### src/rtl/core/dtip_pkg.sv
// Shared types and constants for the dual timer and interrupt port block.
// Depends on nothing; used by the timer stage, the top level and the checker.
package dtip_pkg;

    typedef enum logic [1:0] {
        ACT_READ  = 2'd0,
        ACT_WRITE = 2'd1,
        ACT_TICK  = 2'd2,
        ACT_RAISE = 2'd3
    } action_t;

    localparam logic [3:0] ADDR_PORT_A  = 4'd0;
    localparam logic [3:0] ADDR_PORT_B  = 4'd1;
    localparam logic [3:0] ADDR_DIR_A   = 4'd2;
    localparam logic [3:0] ADDR_DIR_B   = 4'd3;
    localparam logic [3:0] ADDR_TA_LO   = 4'd4;
    localparam logic [3:0] ADDR_TA_HI   = 4'd5;
    localparam logic [3:0] ADDR_TB_LO   = 4'd6;
    localparam logic [3:0] ADDR_TB_HI   = 4'd7;
    localparam logic [3:0] ADDR_SERIAL  = 4'd12;
    localparam logic [3:0] ADDR_INT     = 4'd13;
    localparam logic [3:0] ADDR_CTRL_A  = 4'd14;
    localparam logic [3:0] ADDR_CTRL_B  = 4'd15;

    typedef enum logic [2:0] {
        PH_STOP            = 3'd0,
        PH_WAIT_COUNT      = 3'd1,
        PH_LOAD_STOP       = 3'd2,
        PH_LOAD_COUNT      = 3'd3,
        PH_LOAD_WAIT_COUNT = 3'd4,
        PH_COUNT_STOP      = 3'd5,
        PH_COUNT           = 3'd6
    } phase_t;

    typedef struct packed {
        logic [15:0] cnt;
        logic [15:0] reload;
        logic [7:0]  ctrl;
        logic [8:0]  staged;   // bit 8: byte pending
        phase_t      phase;
    } timer_t;

    typedef struct packed {
        logic [7:0] port_a;
        logic [7:0] port_b;
        logic [7:0] dir_a;
        logic [7:0] dir_b;
        logic [7:0] serial;
        logic [7:0] flags;
        logic [6:0] enable;
        timer_t     ta;
        timer_t     tb;
        logic [2:0] count_source;
    } unit_state_t;

    localparam timer_t TIMER_RESET_C = '{
        cnt: 16'hffff, reload: 16'h0001, ctrl: 8'h00, staged: 9'h000, phase: PH_STOP};

    localparam unit_state_t UNIT_RESET_C = '{
        port_a: 8'h00, port_b: 8'h00, dir_a: 8'h00, dir_b: 8'h00, serial: 8'h00,
        flags: 8'h00, enable: 7'h00, ta: TIMER_RESET_C, tb: TIMER_RESET_C,
        count_source: 3'b000};

endpackage

### src/rtl/core/dtip_timer.sv
// One tick of a 16-bit down counter with reload, modes and staged control.
// Depends on dtip_pkg.
module dtip_timer (
    input  dtip_pkg::timer_t cur,
    input  logic             tick_in,
    output dtip_pkg::timer_t nxt,
    output logic             under,
    output logic             raise
);

    logic       force_ld;
    logic       counting;
    logic       zero;
    logic [15:0] dec;
    logic [7:0] nv;

    always_comb begin
        nxt      = cur;
        force_ld = 1'b0;
        counting = 1'b0;
        under    = 1'b0;
        raise    = 1'b0;
        zero     = 1'b0;
        dec      = cur.cnt - 16'd1;
        nv       = cur.staged[7:0];

        case (cur.phase)
            dtip_pkg::PH_WAIT_COUNT: begin
                nxt.phase = dtip_pkg::PH_COUNT;
            end
            dtip_pkg::PH_LOAD_STOP: begin
                nxt.phase = dtip_pkg::PH_STOP;
                nxt.cnt   = cur.reload;
            end
            dtip_pkg::PH_LOAD_COUNT: begin
                nxt.phase = dtip_pkg::PH_COUNT;
                nxt.cnt   = cur.reload;
            end
            dtip_pkg::PH_LOAD_WAIT_COUNT: begin
                nxt.phase = dtip_pkg::PH_WAIT_COUNT;
                if (cur.cnt == 16'd1) begin
                    force_ld = 1'b1;
                    counting = 1'b1;
                end else begin
                    nxt.cnt = cur.reload;
                end
            end
            dtip_pkg::PH_COUNT_STOP: begin
                nxt.phase = dtip_pkg::PH_STOP;
                counting  = 1'b1;
            end
            dtip_pkg::PH_COUNT: begin
                counting = 1'b1;
            end
            default: begin
            end
        endcase

        // count down, reload on reaching zero
        if (counting && (tick_in || force_ld)) begin
            zero = (nxt.cnt == 16'd0);
            if (!zero) begin
                dec     = nxt.cnt - 16'd1;
                nxt.cnt = dec;
                zero    = (dec == 16'd0);
            end
            if (zero || force_ld) begin
                if (nxt.phase != dtip_pkg::PH_STOP || force_ld) begin
                    nxt.cnt = cur.reload;
                    raise   = 1'b1;
                    if (nxt.ctrl[3]) begin
                        nxt.ctrl[0]   = 1'b0;
                        nxt.staged[0] = 1'b0;
                        nv[0]         = 1'b0;
                        nxt.phase     = dtip_pkg::PH_LOAD_STOP;
                    end else begin
                        nxt.phase = dtip_pkg::PH_LOAD_COUNT;
                    end
                end
                under = 1'b1;
            end
        end

        // take up a staged control byte
        if (nxt.staged[8]) begin
            case (nxt.phase)
                dtip_pkg::PH_COUNT: begin
                    if (nv[0]) begin
                        if (nv[4]) nxt.phase = dtip_pkg::PH_LOAD_WAIT_COUNT;
                    end else begin
                        nxt.phase = nv[4] ? dtip_pkg::PH_LOAD_STOP : dtip_pkg::PH_COUNT_STOP;
                    end
                end
                dtip_pkg::PH_LOAD_COUNT, dtip_pkg::PH_WAIT_COUNT: begin
                    if (nv[0]) begin
                        if (nv[3]) begin
                            nv[0]     = 1'b0;
                            nxt.phase = dtip_pkg::PH_STOP;
                        end else if (nv[4]) begin
                            nxt.phase = dtip_pkg::PH_LOAD_WAIT_COUNT;
                        end
                    end else begin
                        nxt.phase = dtip_pkg::PH_STOP;
                    end
                end
                dtip_pkg::PH_LOAD_WAIT_COUNT, dtip_pkg::PH_COUNT_STOP: begin
                end
                default: begin
                    if (nv[0]) begin
                        nxt.phase = nv[4] ? dtip_pkg::PH_LOAD_WAIT_COUNT
                                          : dtip_pkg::PH_WAIT_COUNT;
                    end else if (nv[4]) begin
                        nxt.phase = dtip_pkg::PH_LOAD_STOP;
                    end
                end
            endcase
            nxt.ctrl   = nv & 8'hef;
            nxt.staged = 9'h000;
        end
    end

endmodule

### src/rtl/core/dual_timer_interrupt_port_block_top.sv
// Top level of the dual timer and interrupt port block: unit state memory,
// read-modify-write stage and output register. Depends on dtip_pkg, dtip_timer.
//
//   channel   direction  ports                                          transfer when
//   s_        in         s_action s_unit s_address s_write_data         s_valid & s_ready
//                        s_source_bits
//   m_        out        m_read_data m_irq_pending                      m_valid & m_ready
//
// One item per cycle sustained while m_ready does not stall the output; a result
// is held in stage 1 and then in the output register before it can be taken.
// The per-unit state memory (one entry per unit, one read and one write port)
// sets the rate: the read is issued at the input transfer, the modify and write
// back happen in stage 1, with forwarding when consecutive items hit one unit.
// Reset (aresetn low, synchronous) empties the pipe and marks every entry as
// unwritten, so it reads as the reset state. A stall on m_ready holds both stages.
module dual_timer_interrupt_port_block_top #(
    parameter int UNITS = 2
) (
    input  logic       aclk,
    input  logic       aresetn,
    input  logic       s_valid,
    output logic       s_ready,
    input  logic [1:0] s_action,
    input  logic       s_unit,
    input  logic [3:0] s_address,
    input  logic [7:0] s_write_data,
    input  logic [4:0] s_source_bits,
    output logic       m_valid,
    input  logic       m_ready,
    output logic [7:0] m_read_data,
    output logic       m_irq_pending
);

    localparam int UW = (UNITS > 1) ? $clog2(UNITS) : 1;

    dtip_pkg::unit_state_t mem [UNITS];
    logic [UNITS-1:0]      written_reg;

    // stage 1 (state read in flight)
    logic                  s1_valid_reg;
    logic                  s1_ok_reg;
    logic [UW-1:0]         s1_idx_reg;
    logic                  s1_unit_reg;
    logic [1:0]            s1_action_reg;
    logic [3:0]            s1_address_reg;
    logic [7:0]            s1_wdata_reg;
    logic [4:0]            s1_src_reg;
    dtip_pkg::unit_state_t mem_q_reg;
    logic                  mem_ok_reg;
    logic                  fwd_reg;
    dtip_pkg::unit_state_t wb_data_reg;

    logic                  m_valid_reg;
    logic [7:0]            m_read_data_reg;
    logic                  m_irq_reg;

    logic                  advance;
    logic                  accept;
    logic                  wr_en;
    logic [UW-1:0]         in_idx;
    logic                  in_ok;
    dtip_pkg::unit_state_t cur;
    dtip_pkg::unit_state_t nxt;
    logic [7:0]            rd_val;
    dtip_pkg::timer_t      ta_next;
    dtip_pkg::timer_t      tb_next;
    logic                  ta_under;
    logic                  tb_under;
    logic                  ta_raise;
    logic                  tb_raise;
    logic                  tb_tick;
    logic [6:0]            new_enable;

    // advance whenever the output register is free or being drained
    assign advance = !m_valid_reg || m_ready;
    assign s_ready = advance;
    assign accept  = s_valid && advance;
    assign wr_en   = advance && s1_valid_reg && s1_ok_reg;
    assign in_idx  = UW'(s_unit);
    assign in_ok   = (32'(s_unit) < UNITS);

    // forwarded write wins over stale memory, unwritten entries read as reset
    assign cur = fwd_reg ? wb_data_reg : (mem_ok_reg ? mem_q_reg : dtip_pkg::UNIT_RESET_C);

    assign tb_tick = cur.count_source[1] || (cur.count_source[2] && ta_under);

    dtip_timer u_timer_a (
        .cur     (cur.ta),
        .tick_in (cur.count_source[0]),
        .nxt     (ta_next),
        .under   (ta_under),
        .raise   (ta_raise)
    );

    dtip_timer u_timer_b (
        .cur     (cur.tb),
        .tick_in (tb_tick),
        .nxt     (tb_next),
        .under   (tb_under),
        .raise   (tb_raise)
    );

    always_comb begin
        nxt        = cur;
        rd_val     = 8'h00;
        new_enable = cur.enable;
        case (s1_action_reg)
            dtip_pkg::ACT_READ: begin
                case (s1_address_reg)
                    dtip_pkg::ADDR_PORT_A: begin
                        rd_val = cur.port_a | ~cur.dir_a;
                        if (s1_unit_reg) rd_val = rd_val & 8'h3f;
                    end
                    dtip_pkg::ADDR_PORT_B: rd_val = cur.port_b | ~cur.dir_b;
                    dtip_pkg::ADDR_DIR_A:  rd_val = cur.dir_a;
                    dtip_pkg::ADDR_DIR_B:  rd_val = cur.dir_b;
                    dtip_pkg::ADDR_TA_LO:  rd_val = cur.ta.cnt[7:0];
                    dtip_pkg::ADDR_TA_HI:  rd_val = cur.ta.cnt[15:8];
                    dtip_pkg::ADDR_TB_LO:  rd_val = cur.tb.cnt[7:0];
                    dtip_pkg::ADDR_TB_HI:  rd_val = cur.tb.cnt[15:8];
                    dtip_pkg::ADDR_SERIAL: rd_val = cur.serial;
                    dtip_pkg::ADDR_INT: begin
                        rd_val    = cur.flags;
                        nxt.flags = 8'h00;
                    end
                    dtip_pkg::ADDR_CTRL_A: rd_val = cur.ta.ctrl;
                    dtip_pkg::ADDR_CTRL_B: rd_val = cur.tb.ctrl;
                    default: rd_val = 8'h00;
                endcase
            end
            dtip_pkg::ACT_WRITE: begin
                case (s1_address_reg)
                    dtip_pkg::ADDR_PORT_A: nxt.port_a = s1_wdata_reg;
                    dtip_pkg::ADDR_PORT_B: nxt.port_b = s1_wdata_reg;
                    dtip_pkg::ADDR_DIR_A:  nxt.dir_a  = s1_wdata_reg;
                    dtip_pkg::ADDR_DIR_B:  nxt.dir_b  = s1_wdata_reg;
                    dtip_pkg::ADDR_TA_LO:  nxt.ta.reload[7:0] = s1_wdata_reg;
                    dtip_pkg::ADDR_TA_HI: begin
                        nxt.ta.reload[15:8] = s1_wdata_reg;
                        if (!cur.ta.ctrl[0]) nxt.ta.cnt = {s1_wdata_reg, cur.ta.reload[7:0]};
                    end
                    dtip_pkg::ADDR_TB_LO:  nxt.tb.reload[7:0] = s1_wdata_reg;
                    dtip_pkg::ADDR_TB_HI: begin
                        nxt.tb.reload[15:8] = s1_wdata_reg;
                        if (!cur.tb.ctrl[0]) nxt.tb.cnt = {s1_wdata_reg, cur.tb.reload[7:0]};
                    end
                    dtip_pkg::ADDR_SERIAL: begin
                        nxt.serial   = s1_wdata_reg;
                        nxt.flags[3] = 1'b1;
                        if (cur.enable[3]) nxt.flags[7] = 1'b1;
                    end
                    dtip_pkg::ADDR_INT: begin
                        if (s1_wdata_reg[7]) new_enable = cur.enable | s1_wdata_reg[6:0];
                        else                 new_enable = cur.enable & ~s1_wdata_reg[6:0];
                        nxt.enable = new_enable;
                        if ((cur.flags[4:0] & new_enable[4:0]) != 5'd0) nxt.flags[7] = 1'b1;
                    end
                    dtip_pkg::ADDR_CTRL_A: begin
                        nxt.ta.staged          = {1'b1, s1_wdata_reg};
                        nxt.count_source[0]    = !s1_wdata_reg[5];
                    end
                    dtip_pkg::ADDR_CTRL_B: begin
                        nxt.tb.staged          = {1'b1, s1_wdata_reg};
                        nxt.count_source[1]    = (s1_wdata_reg[6:5] == 2'b00);
                        nxt.count_source[2]    = (s1_wdata_reg[6:5] == 2'b10);
                    end
                    default: begin
                    end
                endcase
            end
            dtip_pkg::ACT_TICK: begin
                nxt.ta       = ta_next;
                nxt.tb       = tb_next;
                nxt.flags[0] = cur.flags[0] | ta_raise;
                nxt.flags[1] = cur.flags[1] | tb_raise;
                if ((cur.enable[0] && ta_raise) || (cur.enable[1] && tb_raise))
                    nxt.flags[7] = 1'b1;
            end
            default: begin
                nxt.flags[4:0] = cur.flags[4:0] | s1_src_reg;
                if ((cur.enable[4:0] & s1_src_reg) != 5'd0) nxt.flags[7] = 1'b1;
            end
        endcase
    end

    // state memory: one write port, one registered read port
    always_ff @(posedge aclk) begin
        if (wr_en) begin
            mem[s1_idx_reg] <= nxt;
        end
        if (accept) begin
            mem_q_reg <= mem[in_idx];
        end
    end

    // payload of stage 1, write-back copy and output data
    always_ff @(posedge aclk) begin
        if (accept) begin
            s1_ok_reg      <= in_ok;
            s1_idx_reg     <= in_idx;
            s1_unit_reg    <= s_unit;
            s1_action_reg  <= s_action;
            s1_address_reg <= s_address;
            s1_wdata_reg   <= s_write_data;
            s1_src_reg     <= s_source_bits;
            mem_ok_reg     <= written_reg[in_idx];
        end
        if (wr_en) begin
            wb_data_reg <= nxt;
        end
        if (advance && s1_valid_reg) begin
            m_read_data_reg <= s1_ok_reg ? rd_val : 8'h00;
            m_irq_reg       <= s1_ok_reg ? nxt.flags[7] : 1'b0;
        end
    end

    // control: pipe valids, forward flag, written marks
    always_ff @(posedge aclk) begin
        if (!aresetn) begin
            s1_valid_reg <= 1'b0;
            m_valid_reg  <= 1'b0;
            fwd_reg      <= 1'b0;
            written_reg  <= '0;
        end else begin
            if (advance) begin
                s1_valid_reg <= accept;
                m_valid_reg  <= s1_valid_reg;
            end
            if (accept) begin
                fwd_reg <= wr_en && (s1_idx_reg == in_idx);
            end
            if (wr_en) begin
                written_reg[s1_idx_reg] <= 1'b1;
            end
        end
    end

    assign m_valid       = m_valid_reg;
    assign m_read_data   = m_read_data_reg;
    assign m_irq_pending = m_irq_reg;

endmodule

### config.mk
export PLATFORM = sky130hd
export DESIGN_NAME = dual_timer_interrupt_port_block_top
export DESIGN_NICKNAME = d
export VERILOG_FILES = /design/src/rtl/core/dtip_pkg.sv /design/src/rtl/core/dtip_timer.sv /design/src/rtl/core/dual_timer_interrupt_port_block_top.sv
export SDC_FILE = /design/constraint.sdc
export NUM_CORES = 1
export LEC_CHECK = 0
export ABC_AREA = 1
export BUFFER_PORTS_ARGS = -buffer_cell sky130_fd_sc_hd__buf_2
export CORE_ASPECT_RATIO = 0.6
export CORE_UTILIZATION = 45
export CTS_CLUSTER_DIAMETER = 150
export DETAILED_ROUTE_END_ITERATION = 8
export PLACE_DENSITY = 0.66
export SLEW_MARGIN = 20
export SYNTH_ARGS = -nofsm -noshare
export SYNTH_HDL_FRONTEND = slang
export SYNTH_SLANG_ARGS = --single-unit
### constraint.sdc
create_clock -name aclk -period 17.95 [get_ports aclk]
set_input_delay 3.59 -clock aclk [delete_from_list [all_inputs] [get_ports aclk]]
set_output_delay 3.59 -clock aclk [all_outputs]
set_load 0.1 [all_outputs]
* After elaboration in Yosys (flattened, before gate mapping)
Memory sizes are Yosys's and may differ from the RTL's. A register that Yosys moved wholly into a read port is not among the register bits. Index checks and enable logic that the tools add are counted.
Cells by class: add/sub/neg operators 2, $lt $le $gt $ge 3, eq/ne operators 39, mux-type cells 135, bitwise gates (word level) 13, reductions and logical operators 44
Operator list (number):
- 2-to-1 mux 162 bit | 2
- 2-to-1 mux 16 bit | 12
- case mux 32 bit (2 select lines) | 2
- case mux 8 bit (12 select lines) | 1
- 2-to-1 mux 8 bit | 11
- zero test 16 bit | 4
- case mux 16 bit (2 select lines) | 2
- 2-to-1 mux 3 bit | 19
- 2-to-1 mux 1 bit | 51
- 2-to-1 mux 24 bit | 2
- 2-to-1 mux 20 bit | 2
- 2-to-1 mux 40 bit | 1
- equality test 3 bit, second input constant | 12
- case mux 3 bit (3 select lines) | 4
- case mux 9 bit (2 select lines) | 2
- 2-to-1 mux 7 bit | 5
- equality test 16 x 1 -> 1 bit, second input constant | 2
- subtractor 16 x 1 -> 16 bit, second input constant | 2
- OR reduction 2 bit | 13
- 2-to-1 mux 4 bit | 6
- equality test 3 x 2 -> 1 bit, second input constant | 6
- 2-to-1 mux 9 bit | 2
- equality test 4 x 3 -> 1 bit, second input constant | 4
- equality test 4 bit, second input constant | 4
- other kinds (29) | 65
Storage, ports and cells: register bits after elaboration 197, RAM bits 324, bits of input ports 24, output and inout port bits 11, word-level logic and storage cells 267, memories kept 1
Memories:
- mem | words 2, width 162, rd ports 1, clocked after Yosys merged registers in 1, write ports 1, line dual_timer_interrupt_port_block_top.sv:36 | dtip_pkg::unit_state_t mem [UNITS];

* Longest topological paths before layout
Gate-level depths: netlist of run 1.
word-level depth 26, mapped depth 37, depth with buffers taken out 36

* Modules after synthesis
From an unflattened synthesis of run 1, not the netlist that was laid out.
Unflattened totals: cells, all modules 3160, area total of the unflattened synthesis 32922.8 µm²
Modules (own cells, without submodules):
- dual_timer_interrupt_port_block_top | instances 1, cells each 2250, area an instance 28541.1 µm², sequential area each 20189.4 µm²
- dtip_timer (u_timer_b) | instances 1, cells each 461, area an instance 2244.7 µm², sequential area each 0.0 µm²
- dtip_timer (u_timer_a) | instances 1, cells each 449, area an instance 2137.0 µm², sequential area each 0.0 µm²

* Least setup slack after synthesis of run 1
No wires, ideal clock.
path type input to register, from in m_ready, to mem mem[1][0] (netlist name) (enable), arrival time 18.105 ns, data required time 17.268 ns, path slack -0.837 ns, stages 4, cells stage by stage nor2_1 nor2_1 inv_1 nor2_1
On the way: word-level cells in the longest chain between the ends 4
Ends and longest elaborated chain:
- start, declared | line dual_timer_interrupt_port_block_top.sv:29 | input logic m_ready,
- logical OR 1 bit | line dual_timer_interrupt_port_block_top.sv:75 | assign advance = !m_valid_reg || m_ready;
- logical AND 1 bit | line dual_timer_interrupt_port_block_top.sv:78 | assign wr_en = advance && s1_valid_reg && s1_ok_reg;
- via wr_en | line dual_timer_interrupt_port_block_top.sv:59 | logic wr_en;
- 2-to-1 mux 1 bit | line dual_timer_interrupt_port_block_top.sv:188 | if (wr_en) begin
- 2-to-1 mux 1 bit (not written as such) | line dual_timer_interrupt_port_block_top.sv:189 | mem[s1_idx_reg] <= nxt;
- end, declared | line dual_timer_interrupt_port_block_top.sv:36
The timed path passes the listed nets, and every way through them passes these cells.

* Final worst setup path of run 1
from in m_ready, to out s_ready
On the way: word-level cells in the longest chain between the ends 1
Ends and longest elaborated chain:
- logical OR 1 bit | line dual_timer_interrupt_port_block_top.sv:75
- end, declared | line dual_timer_interrupt_port_block_top.sv:22 | output logic s_ready,
Every way passes these cells.

==> results of run 1 <==
-- layout make-up --
class,instances,share of cell area
Antenna cell,1,0.00007288
Clock buffer,67,0.04450
Clock inverter,43,0.01480
Inverter,213,0.02376
Multi-Input combinational cell,1971,0.2801
Sequential cell,674,0.5881
Tap cell,912,0.03323
Timing Repair Buffer,79,0.01538
-- kinds of logic (layout without fill, tap and decap cells) --
logic type / after synthesis / after routing / share of synthesized area
XOR/XNOR: 9 / 9 / 0.002524
AO/OA/AOI/OAI: 546 / 546 / 0.1130
flip-flops: 674 / 674 / 0.6466
buffers and inverters: 348 / 402 / 0.04664
other: 0 / 1 / 0
adder cells (fa/ha/maj): 10 / 10 / 0.004007
AND/OR/NAND/NOR: 1405 / 1405 / 0.1869
multiplexers: 1 / 1 / 0.0003206
-- path summary, 6_finish.rpt --
path	startpoint	end	slack, ps	cells after the start
worst min register to register	written_reg[1]$_SDFFE_PN0P_	written_reg[1]$_SDFFE_PN0P_	470	1
worst min-delay path	written_reg[1]$_SDFFE_PN0P_	written_reg[1]$_SDFFE_PN0P_	470	1
worst max-delay path	m_ready	s_ready	9980	4
worst max register to register	mem_ok_reg$_DFFE_PP_	mem[0][100]$_DFFE_PP_	10440	25
-- report_power, final --
part | leakage [nW] | switching [mW] | internal (mW)
sequential | 6.41 | 0.0250 | 1.84
combinational | 5.82 | 0.344 | 0.0952
clock | 0.997 | 0.602 | 0.760
-- cell usage in the layout, fill, tap and decap left out, drive strengths merged, types with 14 or more instances in the layout --
cell type / Yosys / layout
o22ai: 46 / 46
a22oi: 85 / 85
clkbuf: 86 / 67
o221ai: 14 / 14
nor2: 216 / 216
nand3: 114 / 114
a31oi: 32 / 32
edfxtp: 669 / 669
a21oi: 98 / 98
clkinv: 5 / 34
o21ai: 148 / 148
inv: 208 / 212
o211ai: 34 / 34
a22o: 43 / 43
nand4: 17 / 17
nand2: 1035 / 1035
buf: 49 / 79
-- worst register-to-register path, cell delays in order, from the launching register on --
cell and delay (ps):
edfxtp_1 330, buf_4 360, inv_2 190, nor2_8 110, buf_4 540, buf_4 520
nand2_1 130, nand2_1 220, nand2_1 130, nand2_2 450, inv_1 250, nand2_1 120
nand2_1 150, nor2_2 230, nand2_1 150, nor2_1 190, nand4_1 120, nor2_2 690
a31oi_1 120, nand2_2 150, inv_1 50, nor2_1 700, inv_1 540, o221ai_1 300
o211ai_1 130, a22oi_1 390
-- metrics by stage --
stage / util / setup TNS (ps)
after floorplan: - / -268620
after global placement: 0.4724 / 0
after detailed placement: 0.4724 / 0
after CTS: 0.5022 / 0
after global routing: 0.5024 / 0
final: 0.5025 / 0
-- layer usage --
layer  wire [µm]  global-route usage
met3       12900             0.08232
met5           8                   0
met2       39710              0.3868
met4        2650             0.07573
met1       43720              0.4253
==> summary.txt, run 1 <==
Timing
  • Final number of setup-violating endpoints: 0
  • Hold slack final: 472.7 ps
  • RSZ-0062 raised after global routing: false
  • Tcrit/Tclk final: 0.4438
  • Setup ws final: approximately 10000 ps
  • Minimum clock period after layout: between 7000 and 8000 ps
  • Slew Limit Fails: 0
  • Worst slew margin: 0.2238
  • Maximum clock frequency: 125.5 MHz
  • Actual slew at the worst max-slew pin: 1152 ps
  • Fin Clk Skew: 20.10 ps
  • Final hold violation count: 0

CTS
  • Inserted Clock Buffers: 59
  • Clock sinks: 674
  • Maximum clock insertion buffer count: 3
  • CTS resizes: 0
  • CTS tree: built
  • Setup bufs post-CTS: 0
  • Root Buffer: clkbuf_16
  • H-tree Lvls: 2
  • Clk_lat worst skew: 660 ps
  • Hold Buf Count CTS: 0
  • Clk slew on worst S/H paths: 70 ps

Final layout
  • Area delta synth->final: 9.953%
  • Non-Filler Instances: 3,960
  • Register Area: 0.02019 mm²
  • Number of fill cells in the layout: around 6,100
  • Nets: 3,032
  • Max reg flops: 320
  • Design area: between 0.03 and 0.04 mm²
  • Combined area of the multi-input logic cells: slightly below 0.01 mm²
  • Share of layout cells above drive strength 1: 0.08861

Synth
  • Mapped Cells: 2,993
  • Synth Flop Type: edfxtp_1
  • Mapped Avg Cell Area: 10.43 µm²
  • Most frequent cell after synthesis: nand2_1
  • Synth warn: 0
  • Synth area leaders: edfxtp_1 64%, nand2_1 12%, inv_1 2.4%
  • Post-synth cell types: around 60
  • Syn nets: 3,027
  • FFs w/ async S/R, synth: 0
  • Post-synth EDFFs: 669
  • Yosys top cell area share: 0.6433
  • Seq/Total Area, Yosys: 0.6466
  • Most instantiated cells after synthesis: 1,000 x nand2_1, 669 x edfxtp_1, 196 x inv_1, 192 x nor2_1, 136 x o21ai_0
  • Flops & latches, synth: 674
  • Cell Area, Synth: approximately 0.031 mm²
  • Synth area leader: edfxtp_1

Min path
  • Min-Delay Path Class: reg -> reg

Place
  • Gpl congestion: 0.9142
  • DP Cell Count: 3,848
  • Placed cell area: between 0.03 and 0.04 mm²
  • # port buffers: 34
  • Dpl hpwl: 63,820 µm
  • Pre-CTS WS: approximately 10000 ps

Detailed routing
  • Vias after detailed routing: 23,450
  • Total wire length: 98,990 µm
  • Starting DRT DRC Count: 3,529
  • Residual DRC: 0
  • Vias/cell: 5.921
  • WL/cell: 25.00 µm
  • Routed Antenna Nets: 0
  • DR pass1 iterations: 5

Floorplanning
  • Die Height: roughly 210 µm
  • Die area: 0.07048 mm²
  • Initial core utilization: 0.4570
  • Width of the die: roughly 340 µm
  • Core area: 0.06833 mm²
  • Io pins: 35
  • Row cnt: 74

Global route
  • Global route overflow: 0
  • Number of global-route vias before repair: 21,910
  • First-pass GRT wire length: between 100,000 and 150,000 µm
  • Pin count of the biggest net entering global routing: 116
  • Overall Global Routing Usage: 0.2804
  • Antenna violations before repair: 3

Setup path
  • Top cell by count, worst path: buf_2
  • WP data required: around 14,000 ps
  • Crit end category: output port
  • Crit-path slowest cell: buf_2
  • Worst-path maximum fanout: 3
  • Delay of the slowest cell on the worst path: 310 ps
  • Setup crit start kind: input port
  • Critical path cell sequence: buf_2 > nor2_1 > inv_1 > buf_2
  • Crit Path Class: in -> out
  • Arrival time of the worst setup path: 4380 ps
  • CP top delay family: buffers and inverters
  • Buf+Inv Stages, Crit Path: 3

Job
  • MaxCap Viol Count: 0

Power and ir drop
  • Worst VDD drop: between 0.08 and 0.09 mV
  • Pwr Total: about 3.7 mW
  • Pwr per Cell Area: 106.8 mW/mm²
  • Leak Pwr: roughly 13 nW

Status
  • Outcome: complete, no violations
No activity file was read; power rests on OpenSTA's default activity.
==> run 2: changes to the inputs <==
--- a/config.mk
+++ b/config.mk
@@ -5,13 +5,13 @@
 export SDC_FILE = /design/constraint.sdc
 export NUM_CORES = 1
 export LEC_CHECK = 0
-export ABC_AREA = 1
+export ABC_AREA = 0
 export BUFFER_PORTS_ARGS = -buffer_cell sky130_fd_sc_hd__buf_2
 export CORE_ASPECT_RATIO = 0.6
 export CORE_UTILIZATION = 45
 export CTS_CLUSTER_DIAMETER = 150
 export DETAILED_ROUTE_END_ITERATION = 8
-export PLACE_DENSITY = 0.66
+export PLACE_DENSITY = 0.64
 export SLEW_MARGIN = 20
 export SYNTH_ARGS = -nofsm -noshare
 export SYNTH_HDL_FRONTEND = slang
==> constraint.sdc (replaced) <==
create_clock -name aclk -period 7.6 [get_ports aclk]
set_input_delay 1.52 -clock aclk [delete_from_list [all_inputs] [get_ports aclk]]
set_output_delay 1.52 -clock aclk [all_outputs]
set_load 0.1 [all_outputs]
==> summary.txt, run 2 <==
Min path
  • Min-Delay Path Class: reg -> reg
  • WHS Endpoint: written_reg[0]$_SDFFE_PN0P_
  • Hold_sp: written_reg[0]$_SDFFE_PN0P_
  • WHS Path Cells: 1 (unchanged)

Setup path
  • Arrival time of the worst setup path: 7260 ps (+2880 ps)
  • Crit end category: register
  • Setup crit start kind: register
  • WP data required: 7990 ps (-6370 ps)
  • Crit Path Class: reg -> reg
  • Reg2reg start: mem_ok_reg$_DFFE_PP_
  • Reg2Reg Depth: 20 (-20%)
  • Worst-path maximum fanout: 22 (+19)
  • R2r endpoint: mem[0][56]$_DFFE_PP_
  • R2R Setup Slk: 730 ps (-9710 ps)

Job
  • MaxCap Viol Count: 0 (unchanged)

Synth
  • Post-synth EDFFs: 669 (unchanged)
  • Flops & latches, synth: 674 (unchanged)
  • Most instantiated cells after synthesis: 669 x edfxtp_1, 199 x nand2_1, 181 x mux2_2, 130 x nor2_1, 130 x o22ai_1
  • Post-synth cell types: 101 (+66%)
  • Yosys top cell area share: 0.6465 (+0.003108)
  • Seq/Total Area, Yosys: 0.6497 (+0.003124)
  • Mapped Cells: 2,340 (-22%)
  • Cell Area, Synth: 0.03108 mm² (-0.48%)
  • FFs w/ async S/R, synth: 0 (unchanged)
  • Mapped Avg Cell Area: 13.28 µm² (+27%)
  • Most frequent cell after synthesis: edfxtp_1
  • Synth area leaders: edfxtp_1 65%, mux2_2 6.6%, o22ai_1 2.6%
  • Synth Flop Type: edfxtp_1
  • Synth area leader: edfxtp_1
  • Syn nets: 2,374 (-22%)
  • Synth warn: 0 (unchanged)

Final layout
  • Antenna cells: 0 (-1)
  • Non-Filler Instances: 3,344 (-16%)
  • Max reg flops: 320 (unchanged)
  • Commonest non-fill, non-tap cell in the layout: edfxtp_1
  • Most frequent cells in the layout: 669 x edfxtp_1, 199 x nand2_1, 181 x mux2_2, 130 x o22ai_1, 129 x nor2_1
  • Utilization after layout: 0.5057 (+0.003220)
  • Area delta synth->final: 10.89%
  • Nets: 2,419 (-20%)
  • Number of fill cells in the layout: 5,830 (-4.0%)
  • Share of layout cells above drive strength 1: 0.1805 (+0.09190)

Global route
  • Antenna violations before repair: 5 (+2)
  • Global route overflow: 0 (unchanged)
  • First-pass GRT wire length: 144,700 µm (-0.40%)
  • Number of global-route vias before repair: 20,380 (-7.0%)
  • Pin count of the biggest net entering global routing: 131 (+13%)
  • Overall Global Routing Usage: 0.2837 (+0.003270)

Place
  • Gpl congestion: 0.9900 (+8.3%)
  • DP Cell Count: 3,235 (-16%)
  • Dpl hpwl: 67,580 µm (+5.9%)
  • # port buffers: 34 (unchanged)
  • Pre-CTS WS: 993.6 ps (-8998 ps)

Timing
  • Actual slew at the worst max-slew pin: 1146 ps (-5.778 ps)
  • Worst slew margin: 0.2329 (+0.009146)
  • Setup ws final: 728.5 ps (-9255 ps)
  • Tcrit/Tclk final: 0.9041
  • Slew Limit Fails: 0 (unchanged)
  • Minimum clock period after layout: between 6000 and 7000 ps
  • Maximum clock frequency: 145.5 MHz
  • Fin Clk Skew: 34.74 ps (+14.64 ps)
  • RSZ-0062 raised after global routing: false
  • Hold slack final: 462.5 ps (-10.26 ps)
  • Final hold violation count: 0 (unchanged)
  • Final number of setup-violating endpoints: 0 (unchanged)

Floorplanning
  • Initial core utilization: 0.4560 (-0.0009615)
  • Row cnt: 74 (unchanged)
  • Io pins: 35 (unchanged)
  • Die area: 0.07015 mm² (-0.48%)
  • Core area: 0.06815 mm² (-0.27%)
  • Width of the die: 341.3 µm (-0.24%)
  • Die Height: 205.6 µm (-0.24%)

Power and ir drop
  • Worst VDD drop: 0.2295 mV (+170%)
  • Pwr Total: 8.449 mW (+130%)
  • Leak Pwr: 11.34 nW (-14%)
  • Pwr per Cell Area: 245.2 mW/mm² (+130%)

CTS
  • Clk slew on worst S/H paths: 70 ps (about the same)
  • Maximum clock insertion buffer count: 3 (unchanged)
  • Clock sinks: 674 (unchanged)
  • Inserted Clock Buffers: 60 (+1.7%)
  • H-tree Lvls: 2 (unchanged)
  • Setup bufs post-CTS: 0 (unchanged)
  • CTS tree: built
  • CTS resizes: 0 (unchanged)
  • Clk_lat worst skew: 660 ps (about the same)
  • Hold Buf Count CTS: 0 (unchanged)
  • Root Buffer: clkbuf_16

Detailed routing
  • Vias after detailed routing: 22,250 (-5.1%)
  • WL/cell: 30.02 µm (+20%)
  • Starting DRT DRC Count: 3,280 (-7.1%)
  • Routed Antenna Nets: 0 (unchanged)
  • Total wire length: 100,400 µm (+1.4%)
  • DR pass1 iterations: 6 (+1)
  • Vias/cell: 6.653 (+12%)
  • Residual DRC: 0 (unchanged)

Status
  • Outcome: complete, no violations
-- run 2: cell types whose count changed after synthesis, moves of 30 or more --
cell | before | now
nand2_1 | 1000 | 199
mux2_2 | 0 | 181
inv_1 | 196 | 28
o22ai_1 | 46 | 130
nand3_1 | 101 | 38
nor2_1 | 192 | 130
mux2i_1 | 1 | 37
nand2_2 | 30 | 0
-- run 2: metal layers --
| metal | routed length [µm] | up-vias | GRT usage |
|---|---|---|---|
| met4 | 2439 | 6 | 0.07239 |
| met1 | 47310 | 11270 | 0.4653 |
| met2 | 38970 | 1406 | 0.3679 |
| li1 | - | 9411 | - |
| met5 | 34 | - | 0 |
| met3 | 11640 | 157 | 0.06199 |
-- run 2: how the worst max path moves through the flow --
stage                               from              endpoint  slack [ps]  cells after the start
detailed placement  mem_ok_reg$_DFFE_PP_  mem[1][97]$_DFFE_PP_         990                     18
global route        mem_ok_reg$_DFFE_PP_  mem[1][56]$_DFFE_PP_         360                     20
CTS                 mem_ok_reg$_DFFE_PP_  mem[1][97]$_DFFE_PP_         970                     18
floorplan                        m_ready   mem[0][0]$_DFFE_PP_        -490                      4
finish              mem_ok_reg$_DFFE_PP_  mem[0][56]$_DFFE_PP_         730                     20
global placement    mem_ok_reg$_DFFE_PP_  mem[0][97]$_DFFE_PP_        1130                     18
-- run 2: metrics by stage --
stage	setup TNS (ps)	area (µm²)
3_5_place_dp	0	32570
4_1_cts	0	34460
2_1_floorplan	-79600	31090
3_3_place_gp	0	32570
5_1_grt	0	34460
6_report	0	34460
-- run 2: cell type report --
cell class	count	area [µm²]	share of cell area
inverters	29	120.1	0.003486
clock inverters	37	320.3	0.009295
flip-flops and latches	674	20190	0.5860
well taps	912	1141	0.03311
multi-input cells	1500	10230	0.2970
clock buffers	72	1568	0.04549
repair buffers	120	884.6	0.02567
-- run 2: critical path, stage by stage, from the launching register on --
cell and delay, ps:
edfxtp_1 1000, nor4b_2 420, o22ai_1 220, nor4_4 340, buf_4 240, o21ai_4 130
mux2i_1 180, inv_1 160, ha_1 260, inv_1 160, a2111oi_2 610, nand3_1 270
and4_1 290, nor3b_2 400, o31a_1 520, buf_4 270, o21ba_2 250, nand2_1 70
nor3_1 220, a2111oi_0 100, o21ai_0 470
-- run 2: cell families (layout without fill, tap and decap cells) --
kind of cell,Yosys count,after routing,share of synthesized area
AO/OA/AOI/OAI,700,700,0.1535
flip-flops,674,674,0.6497
AND/OR/NAND/NOR,561,561,0.08975
multiplexers,218,218,0.07751
buffers and inverters,166,258,0.02243
XOR/XNOR,11,11,0.003100
adder cells (fa/ha/maj),10,10,0.004026
-- run 2: report_power, final --
| group | switching [mW] | internal [mW] |
|---|---|---|
| combinational | 0.707 | 0.286 |
| clock | 1.39 | 1.64 |
| sequential | 0.0836 | 4.35 |
